## src/rtl/core/bfsa_pkg.sv

```systemverilog
`default_nettype none
package bfsa_pkg;

    localparam int MAX_SEGMENTS_DEF = 64;
    localparam int ADDR_BITS_DEF    = 20;
    localparam int OWNER_BITS_DEF   = 8;

    localparam int SIZE_W = 21;
    localparam int BASE_W = 20;
    localparam int OWN_W  = 8;

    localparam logic [SIZE_W-1:0] MEMSIZE_RESET = 21'h100000;

    localparam logic [2:0] ST_OK        = 3'd0;
    localparam logic [2:0] ST_NO_HOLE   = 3'd1;
    localparam logic [2:0] ST_NOT_FOUND = 3'd2;
    localparam logic [2:0] ST_STRATEGY  = 3'd3;
    localparam logic [2:0] ST_FULL      = 3'd4;
    localparam logic [2:0] ST_ZERO      = 3'd5;

    localparam logic ACT_REQUEST = 1'b0;
    localparam logic ACT_RELEASE = 1'b1;

    typedef struct packed {
        logic              action;
        logic [OWN_W-1:0]  owner_id;
        logic [SIZE_W-1:0] request_size;
        logic              use_best_fit;
    } t_req;

    typedef struct packed {
        logic [2:0]        status;
        logic [BASE_W-1:0] base_address;
    } t_rsp;

endpackage
`default_nettype wire

```

## src/rtl/core/bfsa_mem.sv

```systemverilog
`default_nettype none
module bfsa_mem #(
    parameter int DEPTH = 64,
    parameter int WIDTH = 49
) (
    input  wire                      i_clk,
    input  wire                      i_we,
    input  wire [$clog2(DEPTH)-1:0]  i_waddr,
    input  wire [WIDTH-1:0]          i_wdata,
    input  wire [$clog2(DEPTH)-1:0]  i_raddr,
    output logic [WIDTH-1:0]         o_rdata
);

    logic [WIDTH-1:0] mem [DEPTH];

    always_ff @(posedge i_clk) begin
        if (i_we) begin
            mem[i_waddr] <= i_wdata;
        end
        o_rdata <= mem[i_raddr];
    end

endmodule
`default_nettype wire

```

## src/rtl/core/bfsa_ctrl.sv

```systemverilog
`default_nettype none
module bfsa_ctrl #(
    parameter int MAX_SEGMENTS = bfsa_pkg::MAX_SEGMENTS_DEF,
    parameter int ADDR_BITS    = bfsa_pkg::ADDR_BITS_DEF,
    parameter int OWNER_BITS   = bfsa_pkg::OWNER_BITS_DEF,
    localparam int IW = $clog2(MAX_SEGMENTS),
    localparam int EW = 2 * ADDR_BITS + OWNER_BITS + 1
) (
    input  wire                          i_clk,
    input  wire                          i_rst_n,
    input  wire                          start,
    output logic                         busy,
    input  wire bfsa_pkg::t_req          i_req,
    output logic                         o_valid,
    output bfsa_pkg::t_rsp               o_rsp,
    input  wire                          i_cfg_we,
    input  wire [bfsa_pkg::SIZE_W-1:0]   i_cfg_wdata,
    output logic                         o_mem_we,
    output logic [IW-1:0]                o_mem_waddr,
    output logic [EW-1:0]                o_mem_wdata,
    output logic [IW-1:0]                o_mem_raddr,
    input  wire [EW-1:0]                 i_mem_rdata
);

    localparam int CW  = $clog2(MAX_SEGMENTS + 1);
    localparam int MW  = (ADDR_BITS + 1 > bfsa_pkg::SIZE_W) ? ADDR_BITS + 1 : bfsa_pkg::SIZE_W;
    localparam int AB  = ADDR_BITS;
    localparam int OB  = OWNER_BITS;
    localparam logic [CW-1:0] CNT_MAX = CW'(MAX_SEGMENTS);

    localparam logic [2:0] S_INIT   = 3'd0;
    localparam logic [2:0] S_IDLE   = 3'd1;
    localparam logic [2:0] S_SCAN   = 3'd2;
    localparam logic [2:0] S_SHIFT  = 3'd3;
    localparam logic [2:0] S_SPLIT  = 3'd4;
    localparam logic [2:0] S_SPLIT2 = 3'd5;
    localparam logic [2:0] S_REL    = 3'd6;

    logic [2:0]                  r_state, n_state;
    logic [bfsa_pkg::SIZE_W-1:0] r_msize, n_msize;
    logic [CW-1:0]               r_count, n_count;
    logic [CW-1:0]               r_i, n_i;
    logic [CW-1:0]               r_w, n_w;
    logic                        r_rv, n_rv;
    logic [IW-1:0]               r_ri, n_ri;
    logic [OB-1:0]               r_own, n_own;
    logic [bfsa_pkg::SIZE_W-1:0] r_size, n_size;
    logic                        r_found, n_found;
    logic [MW-1:0]               r_best, n_best;
    logic [AB-1:0]               r_blow, n_blow;
    logic [AB-1:0]               r_bhigh, n_bhigh;
    logic [IW-1:0]               r_pick, n_pick;
    logic [EW-1:0]               r_acc, n_acc;
    logic                        r_accv, n_accv;
    logic                        r_valid, n_valid;
    bfsa_pkg::t_rsp              r_rsp, n_rsp;

    logic [AB-1:0] e_low, e_high;
    logic [OB-1:0] e_own;
    logic          e_used, e_used_n, e_match, acc_used;
    logic [MW-1:0] e_hole, size_ext, ms_ext, cap_ext, lo_plus;
    logic [AB-1:0] init_high;

    assign e_low    = i_mem_rdata[EW-1 -: AB];
    assign e_high   = i_mem_rdata[EW-AB-1 -: AB];
    assign e_own    = i_mem_rdata[OB:1];
    assign e_used   = i_mem_rdata[0];
    assign e_match  = e_used && (e_own == r_own);
    assign e_used_n = e_used && !e_match;
    assign acc_used = r_acc[0];
    assign e_hole   = MW'(e_high) - MW'(e_low) + MW'(1);
    assign size_ext = MW'(r_size);
    assign ms_ext   = MW'(r_msize);
    assign cap_ext  = MW'(1) << AB;
    assign lo_plus  = MW'(r_blow) + size_ext;

    always_comb begin
        priority if (ms_ext == '0) begin
            init_high = '0;
        end else if (ms_ext > cap_ext) begin
            init_high = '1;
        end else begin
            init_high = AB'(ms_ext - MW'(1));
        end
    end

    always_comb begin
        n_state = r_state;
        n_msize = r_msize;
        n_count = r_count;
        n_i     = r_i;
        n_w     = r_w;
        n_rv    = 1'b0;
        n_ri    = r_ri;
        n_own   = r_own;
        n_size  = r_size;
        n_found = r_found;
        n_best  = r_best;
        n_blow  = r_blow;
        n_bhigh = r_bhigh;
        n_pick  = r_pick;
        n_acc   = r_acc;
        n_accv  = r_accv;
        n_valid = 1'b0;
        n_rsp   = r_rsp;
        o_mem_we    = 1'b0;
        o_mem_waddr = '0;
        o_mem_wdata = '0;
        o_mem_raddr = r_i[IW-1:0];

        unique case (r_state)
            S_INIT: begin
                o_mem_we    = 1'b1;
                o_mem_waddr = '0;
                o_mem_wdata = {AB'(0), init_high, OB'(0), 1'b0};
                n_count     = CW'(1);
                n_state     = S_IDLE;
            end
            S_IDLE: begin
                if (start) begin
                    n_own   = OB'(i_req.owner_id);
                    n_size  = i_req.request_size;
                    n_i     = '0;
                    n_w     = '0;
                    n_found = 1'b0;
                    n_accv  = 1'b0;
                    n_best  = '1;
                    if (i_req.action == bfsa_pkg::ACT_RELEASE) begin
                        n_state = S_REL;
                    end else if (!i_req.use_best_fit) begin
                        n_valid = 1'b1;
                        n_rsp   = '{status: bfsa_pkg::ST_STRATEGY, base_address: '0};
                    end else if (i_req.request_size == '0) begin
                        n_valid = 1'b1;
                        n_rsp   = '{status: bfsa_pkg::ST_ZERO, base_address: '0};
                    end else begin
                        n_state = S_SCAN;
                    end
                end
            end
            S_SCAN: begin
                if (r_i < r_count) begin
                    n_rv = 1'b1;
                    n_ri = r_i[IW-1:0];
                    n_i  = r_i + CW'(1);
                end
                if (r_rv) begin
                    if (!e_used && e_hole >= size_ext && e_hole < r_best) begin
                        n_best  = e_hole;
                        n_blow  = e_low;
                        n_bhigh = e_high;
                        n_pick  = r_ri;
                        n_found = 1'b1;
                    end
                end else if (r_i == r_count) begin
                    n_valid = 1'b1;
                    n_state = S_IDLE;
                    priority if (!r_found) begin
                        n_rsp = '{status: bfsa_pkg::ST_NO_HOLE, base_address: '0};
                    end else if (r_best == size_ext) begin
                        o_mem_we    = 1'b1;
                        o_mem_waddr = r_pick;
                        o_mem_wdata = {r_blow, r_bhigh, r_own, 1'b1};
                        n_rsp = '{status: bfsa_pkg::ST_OK,
                                  base_address: bfsa_pkg::BASE_W'(r_blow)};
                    end else if (r_count == CNT_MAX) begin
                        n_rsp = '{status: bfsa_pkg::ST_FULL, base_address: '0};
                    end else begin
                        n_valid = 1'b0;
                        n_i     = r_count - CW'(1);
                        n_state = (CW'(r_pick) + CW'(1) == r_count) ? S_SPLIT : S_SHIFT;
                    end
                end
            end
            S_SHIFT: begin
                if (r_i > CW'(r_pick)) begin
                    n_rv = 1'b1;
                    n_ri = r_i[IW-1:0];
                    n_i  = r_i - CW'(1);
                end
                if (r_rv) begin
                    o_mem_we    = 1'b1;
                    o_mem_waddr = r_ri + IW'(1);
                    o_mem_wdata = i_mem_rdata;
                end else if (r_i == CW'(r_pick)) begin
                    n_state = S_SPLIT;
                end
            end
            S_SPLIT: begin
                o_mem_we    = 1'b1;
                o_mem_waddr = r_pick + IW'(1);
                o_mem_wdata = {AB'(lo_plus), r_bhigh, OB'(0), 1'b0};
                n_state     = S_SPLIT2;
            end
            S_SPLIT2: begin
                o_mem_we    = 1'b1;
                o_mem_waddr = r_pick;
                o_mem_wdata = {r_blow, AB'(lo_plus - MW'(1)), r_own, 1'b1};
                n_count     = r_count + CW'(1);
                n_valid     = 1'b1;
                n_rsp       = '{status: bfsa_pkg::ST_OK,
                                base_address: bfsa_pkg::BASE_W'(r_blow)};
                n_state     = S_IDLE;
            end
            S_REL: begin
                if (r_i < r_count) begin
                    n_rv = 1'b1;
                    n_ri = r_i[IW-1:0];
                    n_i  = r_i + CW'(1);
                end
                if (r_rv) begin
                    if (e_match) begin
                        n_found = 1'b1;
                    end
                    if (r_accv && !e_used_n && !acc_used) begin
                        n_acc = {r_acc[EW-1 -: AB], e_high, r_acc[OB:0]};
                    end else begin
                        if (r_accv) begin
                            o_mem_we    = 1'b1;
                            o_mem_waddr = r_w[IW-1:0];
                            o_mem_wdata = r_acc;
                            n_w         = r_w + CW'(1);
                        end
                        n_acc  = {i_mem_rdata[EW-1:1], e_used_n};
                        n_accv = 1'b1;
                    end
                end else if (r_i == r_count) begin
                    o_mem_we    = 1'b1;
                    o_mem_waddr = r_w[IW-1:0];
                    o_mem_wdata = r_acc;
                    n_count     = r_w + CW'(1);
                    n_valid     = 1'b1;
                    n_rsp       = '{status: r_found ? bfsa_pkg::ST_OK : bfsa_pkg::ST_NOT_FOUND,
                                    base_address: '0};
                    n_state     = S_IDLE;
                end
            end
            default: begin
                n_state = S_INIT;
            end
        endcase

        if (i_cfg_we) begin
            n_msize = i_cfg_wdata;
            n_state = S_INIT;
        end
    end

    always_ff @(posedge i_clk) begin
        if (!i_rst_n) begin
            r_state <= S_INIT;
            r_msize <= bfsa_pkg::MEMSIZE_RESET;
            r_count <= CW'(1);
            r_rv    <= 1'b0;
            r_valid <= 1'b0;
        end else begin
            r_state <= n_state;
            r_msize <= n_msize;
            r_count <= n_count;
            r_rv    <= n_rv;
            r_valid <= n_valid;
        end
        r_i     <= n_i;
        r_w     <= n_w;
        r_ri    <= n_ri;
        r_own   <= n_own;
        r_size  <= n_size;
        r_found <= n_found;
        r_best  <= n_best;
        r_blow  <= n_blow;
        r_bhigh <= n_bhigh;
        r_pick  <= n_pick;
        r_acc   <= n_acc;
        r_accv  <= n_accv;
        r_rsp   <= n_rsp;
    end

    assign busy    = (r_state != S_IDLE);
    assign o_valid = r_valid;
    assign o_rsp   = r_rsp;

    a_count_range: assert property (@(posedge i_clk) disable iff (!i_rst_n)
        (r_state != S_INIT) |-> (r_count >= CW'(1) && r_count <= CNT_MAX))
        else $error("segment count out of range");

    a_write_bound: assert property (@(posedge i_clk) disable iff (!i_rst_n)
        o_mem_we |-> (CW'(o_mem_waddr) <= r_count))
        else $error("table write beyond used entries");

    a_valid_idle: assert property (@(posedge i_clk) disable iff (!i_rst_n)
        o_valid |-> (r_state == S_IDLE || r_state == S_INIT))
        else $error("result shown while busy");

    a_err_base: assert property (@(posedge i_clk) disable iff (!i_rst_n)
        (o_valid && o_rsp.status != bfsa_pkg::ST_OK) |-> (o_rsp.base_address == '0))
        else $error("nonzero base with error status");

endmodule
`default_nettype wire

```

## src/rtl/core/best_fit_segment_allocator_unit.sv

```systemverilog
// Rejected requests are answered from idle; requests and releases scan all live segments,
// and a request that splits a hole may also shift the table entries above it.
// Throughput: one item at a time, bounded by the one-read-per-cycle segment table scan.
// Reset: synchronous; table rebuilt to one free segment in state S_INIT, busy meanwhile.
// A config write rebuilds the table the same way. Results cannot be stalled.
`default_nettype none
module best_fit_segment_allocator_unit #(
    parameter int MAX_SEGMENTS = bfsa_pkg::MAX_SEGMENTS_DEF,
    parameter int ADDR_BITS    = bfsa_pkg::ADDR_BITS_DEF,
    parameter int OWNER_BITS   = bfsa_pkg::OWNER_BITS_DEF
) (
    input  wire                         i_clk,
    input  wire                         i_rst_n,
    input  wire                         start,
    output logic                        busy,
    input  wire bfsa_pkg::t_req         i_req,
    output logic                        o_valid,
    output bfsa_pkg::t_rsp              o_rsp,
    input  wire                         i_cfg_we,
    input  wire [bfsa_pkg::SIZE_W-1:0]  i_cfg_wdata
);

    localparam int IW = $clog2(MAX_SEGMENTS);
    localparam int EW = 2 * ADDR_BITS + OWNER_BITS + 1;

    logic          mem_we;
    logic [IW-1:0] mem_waddr, mem_raddr;
    logic [EW-1:0] mem_wdata, mem_rdata;

    bfsa_ctrl #(
        .MAX_SEGMENTS (MAX_SEGMENTS),
        .ADDR_BITS    (ADDR_BITS),
        .OWNER_BITS   (OWNER_BITS)
    ) u_ctrl (
        .i_clk       (i_clk),
        .i_rst_n     (i_rst_n),
        .start       (start),
        .busy        (busy),
        .i_req       (i_req),
        .o_valid     (o_valid),
        .o_rsp       (o_rsp),
        .i_cfg_we    (i_cfg_we),
        .i_cfg_wdata (i_cfg_wdata),
        .o_mem_we    (mem_we),
        .o_mem_waddr (mem_waddr),
        .o_mem_wdata (mem_wdata),
        .o_mem_raddr (mem_raddr),
        .i_mem_rdata (mem_rdata)
    );

    bfsa_mem #(
        .DEPTH (MAX_SEGMENTS),
        .WIDTH (EW)
    ) u_mem (
        .i_clk   (i_clk),
        .i_we    (mem_we),
        .i_waddr (mem_waddr),
        .i_wdata (mem_wdata),
        .i_raddr (mem_raddr),
        .o_rdata (mem_rdata)
    );

endmodule
`default_nettype wire
```

## config.mk

```make
export PLATFORM = sky130hd
export DESIGN_NAME = best_fit_segment_allocator_unit
export DESIGN_NICKNAME = d
export VERILOG_FILES = /design/src/rtl/core/bfsa_pkg.sv /design/src/rtl/core/bfsa_mem.sv /design/src/rtl/core/bfsa_ctrl.sv /design/src/rtl/core/best_fit_segment_allocator_unit.sv
export SDC_FILE = /design/constraint.sdc
export NUM_CORES = 2
export LEC_CHECK = 0
export ABC_AREA = 1
export CAP_MARGIN = 20
export CORE_MARGIN = 8
export CORE_UTILIZATION = 43
export CTS_CLUSTER_SIZE = 30
export DETAILED_ROUTE_END_ITERATION = 10
export DONT_BUFFER_PORTS = 1
export PLACE_DENSITY = 0.66
export REMOVE_ABC_BUFFERS = 1
export SLEW_MARGIN = 20
export SYNTH_ARGS = -nofsm -noshare
export SYNTH_HDL_FRONTEND = slang
export SYNTH_HIERARCHICAL = 1
export SYNTH_SLANG_ARGS = --single-unit
```

## constraint.sdc

```tcl
create_clock -name i_clk -period 12.8 [get_ports i_clk]
set_input_delay 0.64 -clock i_clk [delete_from_list [all_inputs] [get_ports i_clk]]
set_output_delay 0.64 -clock i_clk [all_outputs]
set_load 0.02 [all_outputs]
```

==> results.cfg <==
[status]
status = completed

[yosys]
ys_ff_latch = 3408
yosysTopAreaCell = edfxtp_1
ys_warn_count = 6
yosysMostFrequentCell = nand2_1
synth_area_um2 = 142000
synth_top_area_share_pct = 70.5
ys.flop_type = edfxtp_1
netlist_top_cells_area = edfxtp_1 71%, nand3_1 11%, nand2_1 10%
synthDistinctLibCells = 53
async_flop_share_pct = 0
synth-edff-count = 3326
synthTopCellsByCount = 3927 x nand2_1, 3326 x edfxtp_1, 3048 x nand3_1
ys_seq_area_share_pct = 71.7
synthCells = 12300
synth_area_per_cell_um2 = 11.5

[place]
port_buffers = 0
placed_cells = 16100
dp_hpwl_um = 242000
gp_congestion = 0.901

[timing]
max_freq_mhz = 154
worst_slew_pin_slew_ns = 1.14
finalSetupViolations = 0
hold_slack_ns = 0.119
hold_viol_final = 0
timing.slew.headroom_pct = 23.7
slew_violations = 0
rsz0062_at_grt = false
finClkSkew_ns = 0.0663
fin_crit_sh_pct = 50.7
fin_tns_setup_ns = 0
period_minus_slack_ns = 6.49

[power]
intPower_mw = 18.8
p_sw_share_pct = 25.1
power_frac_seq_pct = 49.6
power_frac_clock_pct = 40.3
ir_drop_v = 0.000111
p_sw_mw = 6.33
combPwrFrac_pct = 10.1
pwr_density_cell_nw_per_um2 = 159
power_leakage_nw = 56.0
total_power_mw = 25.2

[run]
drv_cap = 0

[clock_network]
clock-root-buffer = clkbuf_16
cts_resized = 0
cts_buffers = 350
insertion_delay_ns = 0.94
cts.clk_slew.worst_paths_ns = 0.06
ctsHoldBuffers = 68
post_cts_buffers = 0
cts_tree = yes
numClockSinks = 3408
htree_levels = 5
clk_path_buf_depth = 4

[layout]
fin_util_pct = 48.4
stdcell_count = 16800
layout-drive-gt1-share_pct = 6.97
fin_nets = 12400
syn_to_final_growth_pct = 11.9

[setup_path]
end_kind = flip-flop
arrival_ns = 6.99
crit_start = u_ctrl/r_i[0]
r2r_start = u_ctrl/r_i[0]
worstRegToRegCells = 15
required_ns = 13.31
cp-start-kind = flip-flop
crit_fanout = 48
crit_type = reg -> reg

[drt]
wire_per_inst_um = 25.5
num_vias = 97100
firstDrtPassIters = 7
drtIter0Drc = 13400
drc = 0
drtAntennaViolNets = 0
vias_per_cell = 5.77
drt-total-wl_um = 429000

[global_route]
grt_max_degree = 163
grt_pass1_vias = 91100
overflow = 0
grt_use_total_pct = 23.8
antenna_found_initial = 42
grt_first_pass_wirelength_um = 624000

[die]
die_height_um = 590
start_util_pct = 43.2
io_pins = 81
dieArea_um2 = 348000
num_rows = 210
die_w_um = 590
core-area_um2 = 328000

[min_path]
min-delay-start = i_rst_n
holdPathStages = 2
hold_class = in -> reg
[cells in the final DEF, fill, tap and decap left out, types with 90 or more instances in the layout]
cell / Yosys / layout
nand2_1: 3927 / 3920
edfxtp_1: 3326 / 3326
nand3_1: 3048 / 3034
clkbuf_16: 0 / 353
inv_1: 307 / 306
buf_4: 9 / 194
nor2_1: 246 / 181
ha_1: 123 / 123
a21oi_1: 118 / 117
o21ai_0: 90 / 90
[metrics by stage]
step	setup slack (ns)	cell area, um2
global placement	6.35	146000
finish	6.31	159000
CTS	6.42	158000
floorplan	-104.72	138000
detailed placement	6.43	146000
global route	6.15	159000
[power by group through the flow]
stage / Clock (mW) / Sequential (mW) / Combinational [mW]
finish: 10.1 / 12.5 / 2.54
global route: 10.7 / 12.5 / 2.75
CTS: 10.3 / 12.5 / 2.50
detailed placement: 0 / 12.7 / 2.46
global placement: 0 / 12.7 / 2.46
floorplan: 0 / 12.9 / 2.02
[metal layers]
layer	global-route usage, %	vias up	routed length (um)
li1	-	43200	-
met1	32.3	47600	168000
met2	37.4	5466	196000
met3	5.22	921	46900
met4	9.54	22	18400
met5	0	-	138
[worst paths after layout]
kind | slack (ns) | to
max reg2reg | 6.31 | u_mem/mem[10][44]
min | 0.12 | u_ctrl/r_state[2]
min reg2reg | 0.46 | u_ctrl/r_blow[3]
max | 6.31 | u_mem/mem[10][44]
[flip-flops by register name, indices dropped and copies added (netlist names), 20 cells and up]
| name | cells |
|---|---|
| u_ctrl/r_blow | 20 |
| u_mem/o_rdata | 49 |
| u_ctrl/r_best | 21 |
| u_mem/mem | 3136 |
| u_ctrl/ms_ext | 21 |
| u_ctrl/r_acc | 49 |
| u_ctrl/r_bhigh | 20 |
| u_ctrl/r_size | 21 |
| u_ctrl/o_rsp | 23 |
[final cells by class]
cell class,instances,area [um2]
Clock inverter,197,2110
Tap cell,4346,5440
Fill cell,28400,169000
Sequential cell,3408,102000
Clock buffer,444,9220
Multi-Input combinational cell,7826,36500
Antenna cell,10,25.0
Timing Repair Buffer,280,2510
Inverter,323,1250
[kinds of logic (layout without fill, tap and decap cells)]
group	after synthesis	count (layout)	synth area share, %
simple gates	7350	7350	22.4
flops	3408	3408	71.7
buf+inv	1045	1244	3.24
compound gates	296	296	1.22
fa+ha+maj	125	125	1.11
xor+xnor	55	55	0.350
other cells	0	10	0
[worst max-delay path: stages (launching register included)]
cell	delay [ns]
edfxtp_1	0.32
buf_4	0.46
inv_1	0.27
ha_1	0.35
nand3_1	0.09
nor2_1	0.24
nand2_1	0.31
nand4_1	0.27
nand2_2	0.12
inv_2	0.06
buf_4	0.47
nand2_1	0.10
o2111ai_1	0.41
nand3_1	0.81
nor2_4	1.07
buf_4	0.73
No activity file was read; power rests on OpenSTA's default activity.
